$ cat config.mk
export PLATFORM = sky130hd
export DESIGN_NAME = crl_ram
export DESIGN_NICKNAME = d
export VERILOG_FILES = /design/src/assert_macros.svh /design/src/crl_ram.sv
export SDC_FILE = /design/constraint.sdc
export NUM_CORES = 2
export LEC_CHECK = 0
export BUFFER_PORTS_ARGS = -buffer_cell sky130_fd_sc_hd__buf_4
export CAP_MARGIN = 5
export CORE_MARGIN = 1
export CORE_UTILIZATION = 45
export CTS_CLUSTER_SIZE = 8
export DETAILED_ROUTE_END_ITERATION = 10
export PLACE_DENSITY = 0.7
export SKIP_LAST_GASP = 1
export SYNTH_ARGS = -nofsm -noshare
export SYNTH_HDL_FRONTEND = slang
export SYNTH_SLANG_ARGS = --single-unit
$ cat constraint.sdc
create_clock -name clock -period 3.17 [get_ports clock]
set_input_delay 0.4755 -clock clock [delete_from_list [all_inputs] [get_ports clock]]
set_output_delay 0.4755 -clock clock [all_outputs]
set_load 0.01 [all_outputs]
$ cat src/assert_macros.svh
// Assertion macros shared by the ring unit RTL.
// No dependencies; define NO_ASSERTIONS to compile them out.
`ifndef ASSERT_MACROS_SVH
`define ASSERT_MACROS_SVH
`ifndef NO_ASSERTIONS
`define CRL_ASSERT_IMPLIES(label, clk, rst, ante, cons) \
   label: assert property (@(posedge clk) disable iff (rst) (ante) |-> (cons)) \
      else $error("ring unit assertion failed");
`define CRL_ASSERT_NEXT(label, clk, rst, ante, cons) \
   label: assert property (@(posedge clk) disable iff (rst) (ante) |=> (cons)) \
      else $error("ring unit assertion failed");
`else
`define CRL_ASSERT_IMPLIES(label, clk, rst, ante, cons)
`define CRL_ASSERT_NEXT(label, clk, rst, ante, cons)
`endif
`endif

$ cat src/crl_ram.sv
// Generic simple dual-port RAM: one write port, one registered read port.
// No dependencies.
module crl_ram #(
   parameter int WIDTH = 8,
   parameter int DEPTH = 256
) (
   input  logic                     clock,
   input  logic                     wr_en,
   input  logic [$clog2(DEPTH)-1:0] wr_addr,
   input  logic [WIDTH-1:0]         wr_data,
   input  logic [$clog2(DEPTH)-1:0] rd_addr,
   output logic [WIDTH-1:0]         rd_data
);

   logic [WIDTH-1:0] mem [DEPTH];
   logic [WIDTH-1:0] rd_data_ff;

   always_ff @(posedge clock) begin
      if (wr_en) begin
         mem[wr_addr] <= wr_data;
      end
      rd_data_ff <= mem[rd_addr];
   end

   assign rd_data = rd_data_ff;

endmodule

# Word-level counts from Yosys, hierarchy flattened
# Memories as Yosys holds them, arrays and structs flattened. A register that Yosys moved wholly into a read port is not among the register bits.
# Cells that the tools add are included.
# totals
mem_count	1
ram_bits	2048
output_inout_bits	8
regBits	0
in_bits	26
# mem_list
memory	words	word_bits	rd	rd_ports_with_merged_regs	write_ports	line	rtl
mem	256	8	1	1	1	crl_ram.sv:15	logic [WIDTH-1:0] mem [DEPTH];
# classes
muxes	2
# ops
op	count
$mux 1	2

# Longest topological paths before layout
# logic_depth
word_depth	2
ltp_mapped	11
mapped_depth_nobuf	6

# Worst setup path after synthesis
# OpenSTA, ideal clock, no wires.
# synth_path
path_kind	input port to flip-flop
from	input rd_addr[0]
to	register rd_data_ff[2], in the netlist rd_data[2] (read register of mem)
stages	9
path_slack_ps	757
arrival_ps	2282
cell_sequence	buf_6 -> buf_12 -> buf_8 -> buf_2 -> mux4_2 -> a22oi_1 -> a21oi_1 -> nor4_1 -> nor4_2
# synth_rtl
item	line	rtl
from (decl)	crl_ram.sv:11	input logic [$clog2(DEPTH)-1:0] rd_addr,
to (decl)	crl_ram.sv:16	logic [WIDTH-1:0] rd_data_ff;

==> run_results.csv <==
group,metric,value,unit
run_status,status,"finished clean",
critical_path,cp_data_required_time,3.95,ns
routing,routed_wire_length_per_instance,30.20,um
synthesis,synth_sequential_area_ratio,0.7750,
synthesis,yosysWarnings,0,
routing,detailedRoute.firstIterationViolations,5425,
critical_path,r2r_end,"rd_data[7]",
clock_network,cts.reportedPaths.clkPinSlew,0.05,ns
sta,finalCritPeriodShare,0.9761,
routing,routed_via_density,6.151,
layout,sequential_cell_area,61660,sq um
synthesis,syn_inst,3733,
critical_path,critical_path_class,"in2reg",
clock_network,cts_tree,"built",
die,die_height,422.5,um
critical_path,worst-r2r-cell-count,6,
layout,area_growth,17.89,%
routing,detail_route.wirelength,202600,um
layout,fin_nets,4373,
grt,grt_antenna_before_repair,6,
routing,dr.pass1.iters,6,
grt,maximum_number_of_pins_on_one_net_before_global_route_repair,136,
worst_hold_path,min_path_type,"in2reg",
routing,dr_total_vias,41260,
die,num_rows,153,
critical_path,critPathCaptureType,"register",
die,chipWidth,422.5,um
die,dieArea,178500,sq um
synthesis,mean_instance_size_in_the_synthesized_netlist,21.31,sq um
layout,fill_cells,12910,
power,peak_vdd_ir,0.0004547,V
sta,worst_clock_skew,0.05046,ns
worst_hold_path,endpoint_worst_hold,"mem[94][3]",
sta,timing_hold_violations_final,0,
layout,final_layout_size_suffix_gt1_frac,0.3031,
critical_path,worst-r2r-setup-slack,0.27,ns
clock_network,cts.root.buffer_cell,"clkbuf_16",
sta,report.final.slew_viol_count,0,
die,start_util,0.4552,
clock_network,clock_insertion_delay_worst_skew,0.91,ns
place,hpwlAfterDp,126600,um
critical_path,worstReg2RegStart,"mem[10][7]",
synthesis,synth-async-reset-ratio,0,
power,total_power,60.82,mW
routing,drt_drc_violations_left,0,
sta,worst_slew_margin_rel,0.05529,
synthesis,ys_dominant_reg_cell,"edfxtp_1",
sta,grt_setup_unrepaired,"no",
die,floorplan.core_area,174800,sq um
synthesis,ys_seq_elements,2056,
routing,count_of_antenna_violating_nets_left_after_detailed_routing,0,
clock_network,h-tree-depth,5,
die,ioPinCount,34,
sta,timing.final.crit_period,3.094,ns
synthesis,number_of_enable_flip_flop_cells_after_synthesis,2048,
place,routabilityCongestion,0.8819,
layout,layout_utilization,0.5366,
layout,combined_area_of_the_multi_input_logic_cells,16490,sq um
power,power_leakage,30.16,nW
synthesis,total_nets_after_synthesis,3759,
clock_network,cts_max_path_buffers,4,
grt,grt_pass1_vias,41770,
place,io_buffers,33,
grt,grt_util_all_layers,0.2269,
synthesis,yosysUniqueCellTypes,55,
job,drv.max_cap_violation_count,0,
sta,max_freq,323.2,MHz
grt,grt-ovfl-total,0,
grt,global_route_wire_length_before_repair,292500,um
worst_hold_path,worst_hold_startpoint,"wr_data[3]",
sta,tightest_slew,1.404,ns
critical_path,worst_setup_path_start_kind,"primary input",
power,cellPowerDensity,648.5,nW/um^2
synthesis,syn_area,79560,sq um
critical_path,timing.critical_path.arrival,3.87,ns
clock_network,post_cts_resize_count,0,
clock_network,cts-buffers-inserted,307,
critical_path,critPathMaxFanout,36,
worst_hold_path,number_of_cells_on_the_worst_hold_path,1,
sta,timing.final.setup_violations,0,
clock_network,tritoncts_sinks,2056,
how the worst max path moves through the flow:
stage	startpoint	end	slack (ns)	cells after the start
after floorplan	rd_addr[0]	rd_data[2]	0.76	9
after global placement	rd_addr[0]	rd_data[7]	-0.79	11
after detailed placement	rd_addr[0]	rd_data[7]	-0.78	11
after CTS	rd_addr[0]	rd_data[7]	0.17	11
after global routing	rd_addr[0]	rd_data[7]	0.03	11
final	rd_addr[0]	rd_data[7]	0.08	11
cell families (layout without fill, tap and decap cells):
kind of cell / Yosys count / in the layout / synth area share
flip-flops: 2056 / 2056 / 0.7750
AO/OA/AOI/OAI: 385 / 385 / 0.03419
buffers and inverters: 235 / 883 / 0.01831
AND/OR/NAND/NOR: 466 / 466 / 0.02628
multiplexers: 591 / 591 / 0.1462
other: 0 / 2 / 0
critical path, cell delays in order:
cell and delay, ns:
buf_8 0.15, buf_12 0.26, buf_12 0.28, buf_12 0.31, mux2i_1 0.23, o22ai_1 0.13, o21ai_0 0.26, nand3_1 0.14
nor4_1 1.20, buf_4 0.26, nor4_1 0.05
synth_stat cells (3+ instances only):
master,number,area [sq um]
mux2i_1,134,1341
o211ai_1,10,75.07
buf_2,31,155.2
edfxtp_1,2048,61500
a22o_1,8,70.07
buf_1,22,82.58
a22oi_1,133,998.5
o22a_1,5,43.79
mux4_2,454,10220
nor3_1,22,110.1
a21oi_1,96,480.5
buf_8,13,195.2
o221ai_1,46,402.9
nor4_1,24,150.1
o32ai_1,4,35.03
buf_6,21,236.5
or2_2,4,25.02
nand4_1,10,62.56
a221oi_1,13,113.9
clkbuf_1,111,416.7
buf_4,27,202.7
o22ai_1,28,175.2
and2_1,6,37.54
nor2_1,282,1059
dfxtp_1,8,160.2
nand2_1,33,123.9
nor4_2,3,37.54
nand2b_1,8,50.05
o21ai_0,10,50.05
nor2b_1,31,193.9
a211oi_1,16,120.1
nand3_1,34,170.2
buf_12,8,160.2
area by class of cell:
type,instances,area share
timing repair buffer,538,0.05088
multi-input combinational,1442,0.1758
tap,2325,0.03102
inverter,2,0.00008004
clock inverter,8,0.0008404
clock buffer,335,0.08394
sequential,2056,0.6574
antenna,2,0.00005336
routing by layer:
layer | global-route usage | vias to the layer above | share of wire
met1 | 0.3091 | 21660 | 0.38
met3 | 0.05396 | 452 | 0.10
met2 | 0.3551 | 2343 | 0.48
met5 | 0 | - | 0.000064
li1 | - | 16800 | -
met4 | 0.08853 | 2 | 0.038
cells in the final DEF, fill, tap and decap left out, types with 3 or more instances in the layout:
cell	count
and2_1	6
a22oi_1	133
a21oi_1	96
o211ai_1	10
buf_8	4
o22a_1	5
inv_6	4
nand2_1	33
clkbuf_8	6
nor3_1	22
clkbuf_16	311
o22ai_1	28
o221ai_1	46
nor2b_1	28
nor4_2	3
nor2_1	279
o21ai_0	10
o32ai_1	4
edfxtp_1	2048
dfxtp_1	8
nand3_1	34
nand2b_1	8
clkbuf_1	24
a211oi_1	16
nor2_4	3
nand4_1	10
mux4_2	454
a221oi_1	13
buf_12	53
nor4_1	24
a22o_1	8
mux2i_1	134
buf_4	474
or2_2	4
nor2b_4	3
what timing repair did:
item / 4_1_cts / 5_1_grt
endpoints found under the hold margin: 5 / 0
hold buffers: 1 / 0
buffers inserted: 0 / 0
flip-flops by register name (all words and copies together), names as in the netlist:
register  cells
mem        2048
rd_data       8
power by group:
group	leakage (nW)	total (mW)	internal [mW]	switching (mW)
registers	18.5	30.1	30.0	0.0679
logic	7.80	2.93	1.11	1.81
clock network	3.89	27.8	17.2	10.6
metrics by stage:
step / TNS (ns) / setup WS [ns] / cell area [sq um] / instances / hold WS [ns]
after floorplan: 0 / 0.7566 / 79560 / 3733 / 0.5744
after global placement: -2.007 / -0.7921 / 85820 / 6362 / 0.7120
after detailed placement: -1.972 / -0.7762 / 85820 / 6362 / 0.7128
after CTS: 0 / 0.1712 / 93780 / 6706 / 0.06808
after global routing: 0 / 0.03067 / 93790 / 6707 / 0.07654
final: 0 / 0.07561 / 93790 / 6708 / 0.09190
(Power assumes the default switching activity.)
