===== src/assert_macros.svh =====
// Assertion macros shared by the ring unit RTL.
// No dependencies; define NO_ASSERTIONS to compile them out.
`ifndef ASSERT_MACROS_SVH
`define ASSERT_MACROS_SVH
`ifndef NO_ASSERTIONS
`define CRL_ASSERT_IMPLIES(label, clk, rst, ante, cons) \
   label: assert property (@(posedge clk) disable iff (rst) (ante) |-> (cons)) \
      else $error("ring unit assertion failed");
`define CRL_ASSERT_NEXT(label, clk, rst, ante, cons) \
   label: assert property (@(posedge clk) disable iff (rst) (ante) |=> (cons)) \
      else $error("ring unit assertion failed");
`else
`define CRL_ASSERT_IMPLIES(label, clk, rst, ante, cons)
`define CRL_ASSERT_NEXT(label, clk, rst, ante, cons)
`endif
`endif


===== src/crl_pkg.sv =====
// Package for the circular doubly linked ring unit: sizes, codes, types.
// No dependencies; used by crl_divu, the top level and the bench.
package crl_pkg;

   localparam int DEPTH      = 256;
   localparam int ADDR_W     = $clog2(DEPTH);
   localparam int CNT_W      = $clog2(DEPTH + 1);
   localparam int DATA_W     = 32;
   localparam int STEP_W     = 32;
   localparam int STEP_IDX_W = $clog2(STEP_W);

   localparam int REQ_FIELDS_W = DATA_W + 1 + STEP_W;
   localparam int REQ_TDATA_W  = ((REQ_FIELDS_W + 7) / 8) * 8;
   localparam int RSP_FIELDS_W = DATA_W + CNT_W;
   localparam int RSP_TDATA_W  = ((RSP_FIELDS_W + 7) / 8) * 8;
   localparam int RSP_PAD_W    = RSP_TDATA_W - RSP_FIELDS_W;

   typedef logic [1:0] mode_type;
   typedef logic [1:0] status_type;

   localparam mode_type MODE_PUSH   = 2'd0;
   localparam mode_type MODE_POP    = 2'd1;
   localparam mode_type MODE_PEEK   = 2'd2;
   localparam mode_type MODE_ROTATE = 2'd3;

   localparam status_type STATUS_OK    = 2'd0;
   localparam status_type STATUS_EMPTY = 2'd1;
   localparam status_type STATUS_FULL  = 2'd2;

   typedef struct packed {
      logic             done;
      logic [CNT_W-1:0] remainder;
   } div_res_type;

endpackage


===== src/crl_divu.sv =====
// Bit-serial remainder unit: dividend mod divisor, one quotient bit per cycle.
// Depends on crl_pkg.
module crl_divu (
   input  logic                      clock,
   input  logic                      reset,
   input  logic                      start,
   input  logic [crl_pkg::STEP_W-1:0] dividend,
   input  logic [crl_pkg::CNT_W-1:0]  divisor,
   output crl_pkg::div_res_type       result
);
   import crl_pkg::*;

   logic                  busy_ff, busy_in;
   logic                  done_ff, done_in;
   logic [STEP_IDX_W-1:0] idx_ff, idx_in;
   logic [STEP_W-1:0]     quo_ff, quo_in;
   logic [CNT_W-1:0]      rem_ff, rem_in;
   logic [CNT_W-1:0]      dvs_ff, dvs_in;
   logic [CNT_W:0]        trial;
   logic [CNT_W:0]        diff;

   always_comb begin
      trial   = {rem_ff, quo_ff[STEP_W-1]};
      diff    = trial - {1'b0, dvs_ff};
      busy_in = busy_ff;
      done_in = 1'b0;
      idx_in  = idx_ff;
      quo_in  = quo_ff;
      rem_in  = rem_ff;
      dvs_in  = dvs_ff;
      if (start) begin
         busy_in = 1'b1;
         idx_in  = '0;
         quo_in  = dividend;
         rem_in  = '0;
         dvs_in  = divisor;
      end else if (busy_ff) begin
         quo_in = {quo_ff[STEP_W-2:0], 1'b0};
         // remainder stays below the divisor, so trial fits one extra bit
         rem_in = (trial >= {1'b0, dvs_ff}) ? diff[CNT_W-1:0] : trial[CNT_W-1:0];
         idx_in = idx_ff + 1'b1;
         if (idx_ff == STEP_IDX_W'(STEP_W - 1)) begin
            busy_in = 1'b0;
            done_in = 1'b1;
         end
      end
   end

   always_ff @(posedge clock) begin
      if (reset) begin
         busy_ff <= 1'b0;
         done_ff <= 1'b0;
      end else begin
         busy_ff <= busy_in;
         done_ff <= done_in;
      end
      idx_ff <= idx_in;
      quo_ff <= quo_in;
      rem_ff <= rem_in;
      dvs_ff <= dvs_in;
   end

   assign result.done      = done_ff;
   assign result.remainder = rem_ff;

endmodule


===== config.mk =====
export PLATFORM = sky130hd
export DESIGN_NAME = crl_divu
export DESIGN_NICKNAME = d
export VERILOG_FILES = /design/src/assert_macros.svh /design/src/crl_pkg.sv /design/src/crl_divu.sv
export SDC_FILE = /design/constraint.sdc
export NUM_CORES = 1
export LEC_CHECK = 0
export BUFFER_PORTS_ARGS = -buffer_cell sky130_fd_sc_hd__clkbuf_2
export CAP_MARGIN = 20
export CORE_MARGIN = 2
export CORE_UTILIZATION = 55
export CTS_CLUSTER_DIAMETER = 60
export CTS_CLUSTER_SIZE = 8
export DETAILED_ROUTE_END_ITERATION = 10
export HOLD_SLACK_MARGIN = 0.1
export PLACE_DENSITY = 0.79
export SYNTH_ARGS = -nofsm -noshare
export SYNTH_HDL_FRONTEND = slang
export SYNTH_SLANG_ARGS = --single-unit

===== constraint.sdc =====
create_clock -name clock -period 7.6 [get_ports clock]
set_clock_uncertainty 0.2 [all_clocks]
set_input_delay 0 -clock clock [delete_from_list [all_inputs] [get_ports clock]]
set_output_delay 0 -clock clock [all_outputs]
set_load 0.005 [all_outputs]

# [Word-level counts from Yosys, hierarchy flattened]
# Cells that the tools add are included.
# Widths: inputs -> output; s select.
[classes] n_addsub=2 n_lt_le_gt_ge=1 n_eq_ne=1 mux=7 bitwise_logic=1 n_reduce_logical=2
[ops] op="$mux 32" n=2
[ops] op="$ge 10x9->1" n=1
[ops] op="$mux 9" n=1
[ops] op="$sub 9x9->9" n=1
[ops] op="$add 5x1->5 const B" n=1
[ops] op="$eq 5x5->1 const B" n=1
[ops] op="$mux 1" n=4
[ops] op="$reduce_or 3->1" n=1
[ops] op="$reduce_bool 2->1" n=1
[ops] op="$not 1->1" n=1
[word_totals] register_bits=57 in_bits=44 out_inout_bits=10 wordCells=20

# [Logic depth before layout (Yosys ltp)]
# Gate-level depths: netlist of run 1.
[logic_depth] ltp_word=4 depth_mapped=10 depth_no_buf=9

# [Worst setup path after synthesis of run 1]
# OpenSTA, ideal clock, no wires.
[synth_path] path_type="flip-flop to flip-flop" start="register quo_ff[31]" end="register rem_ff[8]" setup_time_ns=0.088 arrival_time_ns=2.184 required_ns=7.312 setup_slack_ns=5.128 stages_incl_launch_ff=11 path_buffers=1 period_less_slack_ns=2.472 path_cell_list="edfxtp_1 inv_1 ha_1 inv_1 fa_1 a211oi_1 o21a_1 o211a_2 buf_6 nand2_1 a311oi_2"
[synth_between] elab_chain_len=2 word_cells_on_any_way=3 cone_classes="1 x add/sub; 1 x order compare; 1 x mux"
[synth_lines] element="start, declared" line_no="crl_divu.sv:16" rtl="logic [STEP_W-1:0] quo_ff, quo_in;"
[synth_lines] element="start signal, assigned" line_no="crl_divu.sv:58" rtl="quo_ff <= quo_in;"
[synth_lines] element="$sub 9x9->9 / $ge 10x9->1 (equally long branches)" line_no="crl_divu.sv:24, crl_divu.sv:40"
[synth_lines] element="$mux 9 (*)" line_no="crl_divu.sv:40" rtl="rem_in = (trial >= {1'b0, dvs_ff}) ? diff[CNT_W-1:0] : trial[CNT_W-1:0];"
[synth_lines] element="end signal, assigned" line_no="crl_divu.sv:59" rtl="rem_ff <= rem_in;"
[synth_lines] element="end, declared" line_no="crl_divu.sv:17" rtl="logic [CNT_W-1:0] rem_ff, rem_in;"
# Every way passes the cells marked *; elsewhere a longest branch is shown, timed or not.
# A chain may end at the register's enable or synchronous reset.

# [Worst setup path in the final report of run 1]
[layout_path] start="register quo_ff[31]" end="register rem_ff[1]"
# The elaborated chain is that of the path after synthesis.

==> impl_results.md, run 1 <==
* Ratio of cells with drive above 1 in the final layout at 0.342
* Outcome: finished clean
* Cell Chain, Critical Path: inv_1, ha_1, inv_1, fa_1, a211oi_1, o21a_1, o211a_2, mux2i_1, a211oi_1
* Number of synthesized flops with an enable pin at 41
* Clock H-tree levels at 3
* Main synth FF type: edfxtp_1
* Number of buffers created by CTS at 9
* Sequential cell fraction of total power at 0.483
* Maximum VDD drop at 0.196 mV
* Global Route Usage Sum at 0.229
* Vias in the first global route at 1,996
* Gate power share at 0.186
* Max FO, Critical Path at 13
* Commonest cells in the netlist: 41 x edfxtp_1, 31 x mux2_2, 18 x nor2_1
* Fin util at 0.774
* Measured slew at the worst slew-check pin at 934 ps
* Rel. slew slack at 0.376
* Via density at 5.19
* Starting Density at 0.581
* Clk pwr share at 0.331
* Worst hold path type: input pin to flop
* Share of the synthesized area in the top cell type at 0.442
* Max cap viols at 0
* Area grow syn2layout at 33.0%
* Yosys warnings at 0
* Hold Vio Cnt, Final at 0
* Sw frac at 0.251
* Max-slew violation count at 0
* Unrepaired setup endpoints after global routing: false
* Filler cells at 290
* Multi-input gate area at 1130 sq um
* Cell-internal power at 0.594 mW
* Mean Syn Cell Area at 12.8 sq um
* Iter 0 DRT Violations at 92
* Chip Height at 75.1 um
* Root Buffer: clkbuf_8
* Area leader, netlist: edfxtp_1
* Leakage power at 1.54 nW
* Synth cell types at 45
* Std-Cell Rows at 25
* I/O pin total at 54
* Period utilization at 0.381
* Setup crit start kind: flop
* Crit path largest cell delay at 430 ps
* Seq cells post-synth at 57
* Worst-Skew Late Latency at 320 ps
* Switch Pwr at 0.200 mW
* Core area at 4790 sq um
* GPL Wtd Cong at 0.865
* Setup TNS at 0 ps
* Fmax at 0.345 GHz
* Clock Tree Buf Depth at 2
* Die Wd at 75.1 um
* CTS tree: yes
* Synthesized net count at 273
* Die area at 5640 sq um
* Clock sink count at 57
* Drt pass-1 iters at 4
* DRT antenna net count at 0
* PostCTS Resize Cnt at 0
* # DRC at 0
* WS Path Type: flop to flop
* Crit path DAT at 2850 ps
* Register area at 1550 sq um
* Ant diodes at 0
* Routed Wire Length at 5.79 mm
* Power Density at 214 nW/um^2
* Setup violators final at 0
* Worst setup EP type: flop
* PortBufs at 53
* Ys async rst share at 0
* Nets at 370
* Most frequent cell after synthesis: edfxtp_1
* Slowest CP cell: a211oi_1
* Post-DP HPWL at 3.27 mm
* Clock period minus worst slack at 2900 ps
* Grt ovf at 0
* Initial antenna violation count at 0
* Mapped cell area at 2780 sq um
* Top post-synthesis cells by area: edfxtp_1 44%, mux2_2 13%, dfxtp_1 12%
* Largest net degree at the start of global routing at 59
* First-pass GRT wire length at 9.25 mm
* Cells after synthesis at 217
* Via count at 2,002
* Post-DR wirelength/cell at 15.0 um
* Reg clk slew, reported paths at 60 ps
* Sequential element share of the synthesized area at 0.558
* Worst Path Required at 7550 ps
-- sequential cells by signal, summed over array words and instances, names as in the netlist --
signal and flops:
dvs_ff 9, idx_ff 5, done_ff 1, busy_ff 1, quo_ff 32, rem_ff 9
-- logic make-up after synthesis --
family                     Yosys count  synth area share
DFF                                 57             0.558
adders and majority gates           12            0.0567
buffers and inverters               24            0.0369
muxes                               39             0.154
xor gates and xnor gates             7            0.0220
AOI/OAI and AO/OA                   30            0.0787
and+or+nand+nor                     48            0.0940
-- cells in the final DEF, fill, tap and decap left out, types with 8 or more instances in the layout --
cell type	count
clkbuf_2	53
dlygate4sd3_1	43
edfxtp_1	41
mux2_2	31
nor2_1	18
dfxtp_1	16
inv_1	13
ha_1	11
clkbuf_8	9
mux2i_1	8
-- metrics by stage --
stage	setup slack [ps]	instance area (sq um)	std cells	hold WS [ps]	power, mW
after floorplan	5130	2780	217	-128	0.480
after global placement	4930	3090	327	-23.6	0.511
after detailed placement	4760	3090	327	-21.1	0.515
after CTS	4710	3700	386	179	0.796
after global routing	4490	3700	386	187	0.832
final	4700	3700	386	195	0.794
-- power groups by stage --
stage          registers, mW  logic, mW  clock network (mW)
2_1_floorplan          0.382     0.0979                   0
3_3_place_gp           0.388      0.123                   0
3_5_place_dp           0.388      0.127                   0
4_1_cts                0.383      0.145               0.268
5_1_grt                0.387      0.162               0.283
6_report               0.383      0.148               0.263
-- timing repair --
item | in CTS | in global routing
hold buffers | 43 | 0
buffers inserted | 0 | 0
hold endpoints to repair | 48 | 0
-- per-layer routing --
layer / share of wire / track usage / up-vias
li1: - / - / 999
met1: 0.41 / 0.261 / 935
met2: 0.52 / 0.405 / 61
met3: 0.051 / 0.0750 / 7
met4: 0.012 / 0.0760 / 0
met5: 0 / 0 / -
-- cell type report --
type / count / share of cell area
Sequential cell: 57 / 0.419
Multi-Input combinational cell: 136 / 0.305
Timing Repair Buffer: 97 / 0.190
Clock buffer: 10 / 0.0345
Tap cell: 67 / 0.0226
Clock inverter: 6 / 0.0159
Inverter: 13 / 0.0132
-- final timing paths --
kind / start / to / slack, ps / depth (start not counted)
setup / recovery: quo_ff[31] / rem_ff[1] / 4700 / 9
hold / removal: reset / busy_ff / 200 / 3
setup reg to reg: quo_ff[31] / rem_ff[1] / 4700 / 9
hold reg to reg: idx_ff[3] / idx_ff[3] / 310 / 2
-- critical path: cells and delay by family (launching register included) --
family / cells / cell delay [ps]
AO/OA/AOI/OAI: 4 / 1180
adder cells (fa/ha/maj): 2 / 570
buffers and inverters: 2 / 130
flip-flops: 1 / 390
multiplexers: 1 / 250
Note: power is estimated with default switching activity, not from simulation.
==> run 2: changes to the inputs <==
- clock period: 7.6 -> 2.9 ns (I/O delays scaled with it)
==> impl_results.md, run 2 (synthesis gave the netlist of run 1 again) <==
* Rel. slew slack at 0.511 (+0.135)
* PortBufs at 53 (unchanged)
* Hold Vio Cnt, Final at 0 (unchanged)
* Final Cell Area at 3730 sq um (+0.88%)
* Period utilization at 0.891 (+0.510)
* Setup TNS at 0 ps (unchanged)
* # DRC at 0 (unchanged)
* Most common cell after layout, fill and taps aside: clkbuf_2
* Fmax at 0.387 GHz (+12%)
* Via density at 5.26 (+1.4%)
* Unrepaired setup endpoints after global routing: false
* Reg clk slew, reported paths at 70 ps (about the same)
* Power Density at 587 nW/um^2 (+170%)
* Number of buffers created by CTS at 9 (unchanged)
* Top reg by flops: quo_ff
* Largest net degree at the start of global routing at 58 (-1.7%)
* WP buf/inv at 2 (unchanged)
* Area grow syn2layout at 34.2%
* Final hold slack at 115 ps (-80.0 ps)
* Routed Wire Length at 5.98 mm (+3.3%)
* I/O pin total at 54 (unchanged)
* CTS tree: yes
* Worst setup EP type: flop
* Max cap viols at 0 (unchanged)
* Die Wd at 75.1 um (unchanged)
* Post-DP HPWL at 3.34 mm (+2.3%)
* Std-Cell Rows at 25 (unchanged)
* Ratio of cells with drive above 1 in the final layout at 0.345 (+0.00313)
* Setup violators final at 0 (unchanged)
* Crit path largest cell delay at 410 ps (-20 ps)
* Max FO, Critical Path at 13 (unchanged)
* Filler cells at 290 (unchanged)
* Final WS setup at 316 ps (-4390 ps)
* Top Registers: quo_ff x32, dvs_ff x9, rem_ff x9
* Chip Height at 75.1 um (unchanged)
* Crit path DAT at 2560 ps (-290 ps)
* CP most frequent cell: inv_1
* Vias in the first global route at 1,990 (-0.30%)
* HP Start: start
* Root Buffer: clkbuf_8
* Worst-Skew Late Latency at 320 ps (about the same)
* Crit path max-delay family: compound AO/OA/AOI/OAI gates
* Placed cell count at 328 (+0.31%)
* Cell-internal power at 1.65 mW (+180%)
* Max FFs per register at 32 (unchanged)
* Sw frac at 0.247 (-0.00444)
* Worst slack at placement at 106 ps (-4660 ps)
* DRT antenna net count at 0 (unchanged)
* Ant diodes at 0 (unchanged)
* Clock H-tree levels at 3 (unchanged)
* Crit path from: quo_ff[31]
* Setup crit start kind: flop
* Switch Pwr at 0.541 mW (+170%)
* Clock period minus worst slack at 2580 ps (-313 ps)
* Gate power share at 0.183 (-0.003)
* Clock sink count at 57 (unchanged)
* First-pass GRT wire length at 9.29 mm (+0.45%)
* Post-CTS setup buffers at 0 (unchanged)
* Clk pwr share at 0.362 (+0.031)
* Max-slew violation count at 0 (unchanged)
* DP Area at 3090 sq um (+0.24%)
* Cell Chain, Critical Path: inv_1, ha_1, inv_1, fa_1, a211oi_2, o21a_1, o211a_4, mux2i_1, a211oi_1
* Slowest CP cell: fa_1
* Via count at 2,031 (+1.4%)
* Worst R2R Start: quo_ff[31]
* Core area at 4790 sq um (unchanged)
* WS Path Type: flop to flop
* Starting Density at 0.581 (unchanged)
* Leakage power at 1.56 nW (+1.2%)
* Initial antenna violation count at 0 (unchanged)
* GPL Wtd Cong at 0.857 (-0.87%)
* Drt pass-1 iters at 4 (unchanged)
* Final non-filler cell total at 386 (unchanged)
* Iter 0 DRT Violations at 184 (+100%)
* Grt ovf at 0 (unchanged)
* Clock Tree Buf Depth at 2 (unchanged)
* Die area at 5640 sq um (unchanged)
* Most frequent cells in the layout: 53 x clkbuf_2, 42 x dlygate4sd3_1, 41 x edfxtp_1, 31 x mux2_2, 18 x nor2_1
* Measured slew at the worst slew-check pin at 734 ps (-201 ps)
* Outcome: finished clean
* Worst hold path type: input pin to flop
* Sequential cell fraction of total power at 0.455 (-0.028)
* Maximum VDD drop at 0.528 mV (+170%)
* Nets at 370 (unchanged)
* Global Route Usage Sum at 0.232 (+0.00337)
* Post-DR wirelength/cell at 15.5 um (+3.3%)
* Worst Path Required at 2880 ps (-4670 ps)
==> run 2: power by group through the flow <==
stage	clock (mW)	combinational, mW	sequential [mW]
3_5_place_dp	0	0.342	1.01
4_1_cts	0.804	0.389	0.996
5_1_grt	0.841	0.442	1.00
2_1_floorplan	0	0.257	1.00
3_3_place_gp	0	0.331	1.01
6_report	0.793	0.401	0.998
==> run 2: tightest hold or removal path: cells and delay by family <==
kind          cells  cell delay (ps)
simple gates      1              170
buf+inv           2              410
==> run 2: worst paths after layout <==
path                            cells after the start        end  slack (ps)
worst min register to register                      2  idx_ff[4]         310
worst max-delay path                                9  rem_ff[4]         320
worst min-delay path                                3  idx_ff[1]         120
worst max register to register                      9  rem_ff[4]         320
==> run 2: per-layer routing <==
metal,vias up,GRT usage,wire length (um)
met5,-,0,0
met4,0,0.0663,39
met3,4,0.0763,216
met2,52,0.409,3190
met1,974,0.271,2530
li1,1001,-,-
==> run 2: what timing repair did <==
action | in CTS | in global routing
endpoints found under the hold margin | 43 | 0
gates resized for setup | 0 | 2
hold buffers | 42 | 0
setup endpoints to repair | 0 | 9
==> run 2: final cells by class <==
cell class,instances,area [sq um],share of cell area
clock inverters,6,81.3,0.0218
well taps,67,83.8,0.0224
repair buffers,97,701,0.188
flip-flops and latches,57,1550,0.415
inverters,13,48.8,0.0131
clock buffers,10,128,0.0342
multi-input cells,136,1140,0.306
==> run 2: metrics by stage <==
stage,utilization,total power [mW]
finish,0.780,2.19
global route,0.780,2.29
CTS,0.778,2.19
detailed placement,0.646,1.35
global placement,0.646,1.34
floorplan,-,1.26
==> run 3: changes to the inputs <==
- CORE_UTILIZATION: 55 -> 40
- PLACE_DENSITY: 0.79 -> not set
==> impl_results.md, run 3 (synthesis gave the netlist of run 1 again) <==
* Final non-filler cell total at 400 (+3.6%)
* Top Registers: quo_ff x32, dvs_ff x9, rem_ff x9
* Clock Tree Buf Depth at 2 (unchanged)
* First-pass GRT wire length at 8.82 mm (-5.1%)
* Slowest CP cell: fa_1
* Ratio of cells with drive above 1 in the final layout at 0.344 (-0.00108)
* Met1 Use GR at 0.206 (-0.0652)
* Routed Wire Length at 5.42 mm (-9.4%)
* R2R Path End: rem_ff[1]
* Leakage power at 1.56 nW (+0.24%)
* Setup TNS at 0 ps (unchanged)
* Via count at 1,987 (-2.2%)
* Worst hold path type: input pin to flop
* Crit path largest cell delay at 420 ps (about the same)
* Most Used Layer, Global Route: met2
* Vias in the first global route at 1,913 (-3.9%)
* CTS tree: yes
* Chip Height at 87.4 um (+16%)
* Core area at 6760 sq um (+41%)
* Post-CTS setup buffers at 0 (unchanged)
* # DRC at 0 (unchanged)
* Power consumption at 2.18 mW (-0.47%)
* Worst R2R Start: quo_ff[31]
* Switch Pwr at 0.539 mW (-0.43%)
* Std-Cell Rows at 30 (+20%)
* Number of buffers created by CTS at 9 (unchanged)
* Most common cell after layout, fill and taps aside: clkbuf_2
* Top reg by flops: quo_ff
* Post-DP HPWL at 3.27 mm (-2.1%)
* Starting Density at 0.412 (-0.170)
* Crit path DAT at 2650 ps (+90 ps)
* I/O pin total at 54 (unchanged)
* Crit. path cell count at 9 (unchanged)
* Sw frac at 0.247 (about the same)
* Area grow syn2layout at 34.9%
* Worst Path Required at 2900 ps (+20 ps)
* Power Density at 581 nW/um^2 (-0.97%)
* Max FFs per register at 32 (unchanged)
* Grt ovf at 0 (unchanged)
* Clk pwr share at 0.366 (+0.004)
* Most frequent cells in the layout: 53 x clkbuf_2, 43 x dlygate4sd3_1, 41 x edfxtp_1, 31 x mux2_2, 18 x nor2_1
* Gate power share at 0.179 (-0.004)
* Global Route Usage Sum at 0.150 (-0.0823)
* Crit path max-delay family: compound AO/OA/AOI/OAI gates
* Via density at 4.97 (-5.6%)
* Rel. slew slack at 0.506 (-0.00519)
* Max-slew violation count at 0 (unchanged)
* Root Buffer: clkbuf_8
* GPL Wtd Cong at 0.788 (-8.1%)
* Iter 0 DRT Violations at 111 (-40%)
* Worst reg2reg path depth at 9 (unchanged)
* Sequential cell fraction of total power at 0.455 (about the same)
* Clock H-tree levels at 3 (unchanged)
* Drt pass-1 iters at 4 (unchanged)
* Crit path from: quo_ff[31]
* Cell-internal power at 1.64 mW (-0.48%)
* Die area at 7640 sq um (+35%)
* Flop2flop setup slack at 250 ps (-70 ps)
* Cell Chain, Critical Path: inv_1, ha_1, inv_1, fa_1, a211oi_2, o21a_1, o211a_2, mux2i_1, a211oi_1
* Outcome: finished clean
* Fmax at 0.377 GHz (-2.7%)
* WP buf/inv at 2 (unchanged)
* Nets at 371 (+0.27%)
* Max cap viols at 0 (unchanged)
* PortBufs at 53 (unchanged)
* Worst-Skew Late Latency at 330 ps (about the same)
* Ant diodes at 0 (unchanged)
* Clock period minus worst slack at 2650 ps (+70.9 ps)
* Reg clk slew, reported paths at 70 ps (about the same)
* GR Util met3 at 0.0455 (-0.0308)
* Setup crit start kind: flop
* Initial antenna violation count at 0 (unchanged)
* Largest net degree at the start of global routing at 47 (-19%)
* Die Wd at 87.4 um (+16%)
* DRT antenna net count at 0 (unchanged)
* Met2 Usage GRT at 0.223 (-0.186)
* Post-DR wirelength/cell at 13.5 um (-13%)
* Worst setup EP type: flop
* Placed cell count at 341 (+4.0%)
* Maximum VDD drop at 0.363 mV (-31%)
* Measured slew at the worst slew-check pin at 741 ps (+7.79 ps)
* WS Path Type: flop to flop
* Unrepaired setup endpoints after global routing: false
* Setup violators final at 0 (unchanged)
* Period utilization at 0.915 (+0.0244)
* Clock sink count at 57 (unchanged)
* Crit path to: rem_ff[1]
* Hold Vio Cnt, Final at 0 (unchanged)
* Max FO, Critical Path at 13 (unchanged)
* CP most frequent cell: inv_1
## run 3: changes by cell type in the layout (fill, tap and decap cells not counted), sizes merged
cell / change
clkinv: +2
clkbuf: -1
dlygate4sd3: +1
inv: -1
## run 3: area by class of cell
cell class / instances / area [sq um]
fill: 596 / 3000
sequential: 57 / 1550
multi-input combinational: 136 / 1130
timing repair buffer: 98 / 711
clock buffer: 9 / 124
tap: 80 / 100
clock inverter: 7 / 85.1
inverter: 13 / 48.8
## run 3: stage by stage
stage / cell area [sq um] / util / hold slack, ps / setup slack [ps]
4_1_cts: 3750 / 0.555 / 165 / 144
3_5_place_dp: 3110 / 0.460 / -20.9 / 159
6_report: 3750 / 0.556 / 185 / 245
2_1_floorplan: 2780 / - / -128 / 428
5_1_grt: 3750 / 0.556 / 186 / 7.38
3_3_place_gp: 3110 / 0.460 / -23.0 / 236
## run 3: power groups by stage
stage | logic, mW | clock network, mW | registers, mW
after floorplan | 0.257 | 0 | 1.00
after global placement | 0.336 | 0 | 1.01
after detailed placement | 0.340 | 0 | 1.01
after CTS | 0.387 | 0.820 | 0.995
after global routing | 0.432 | 0.850 | 1.00
final | 0.390 | 0.798 | 0.994
## run 3: worst min path at each step
stage / end / start / cells past startpoint / slack [ps]
finish: dvs_ff[5] / divisor[5] / 2 / 180
global route: dvs_ff[4] / divisor[4] / 2 / 190
CTS: dvs_ff[5] / divisor[5] / 2 / 160
detailed placement: dvs_ff[3] / divisor[3] / 1 / -20
global placement: dvs_ff[4] / divisor[4] / 1 / -20
floorplan: busy_ff / reset / 1 / -130
## run 3: worst register-to-register path: stages (launching register included)
cell and delay (ps):
edfxtp_1 380, inv_1 70, ha_1 150, inv_1 50, fa_1 420, a211oi_2 320, o21a_1 230, o211a_2 400
mux2i_1 230, a211oi_1 90
## run 3: metal layers
metal / wire [um] / share of wire
met5: 0 / 0
met4: 78 / 0.014
met3: 246 / 0.045
met2: 2520 / 0.47
met1: 2570 / 0.47
## run 3: repair_timing
action	4_1_cts	5_1_grt
setup endpoints to repair	0	8
endpoints found under the hold margin	54	0
hold buffers	43	0
gates resized for setup	0	1
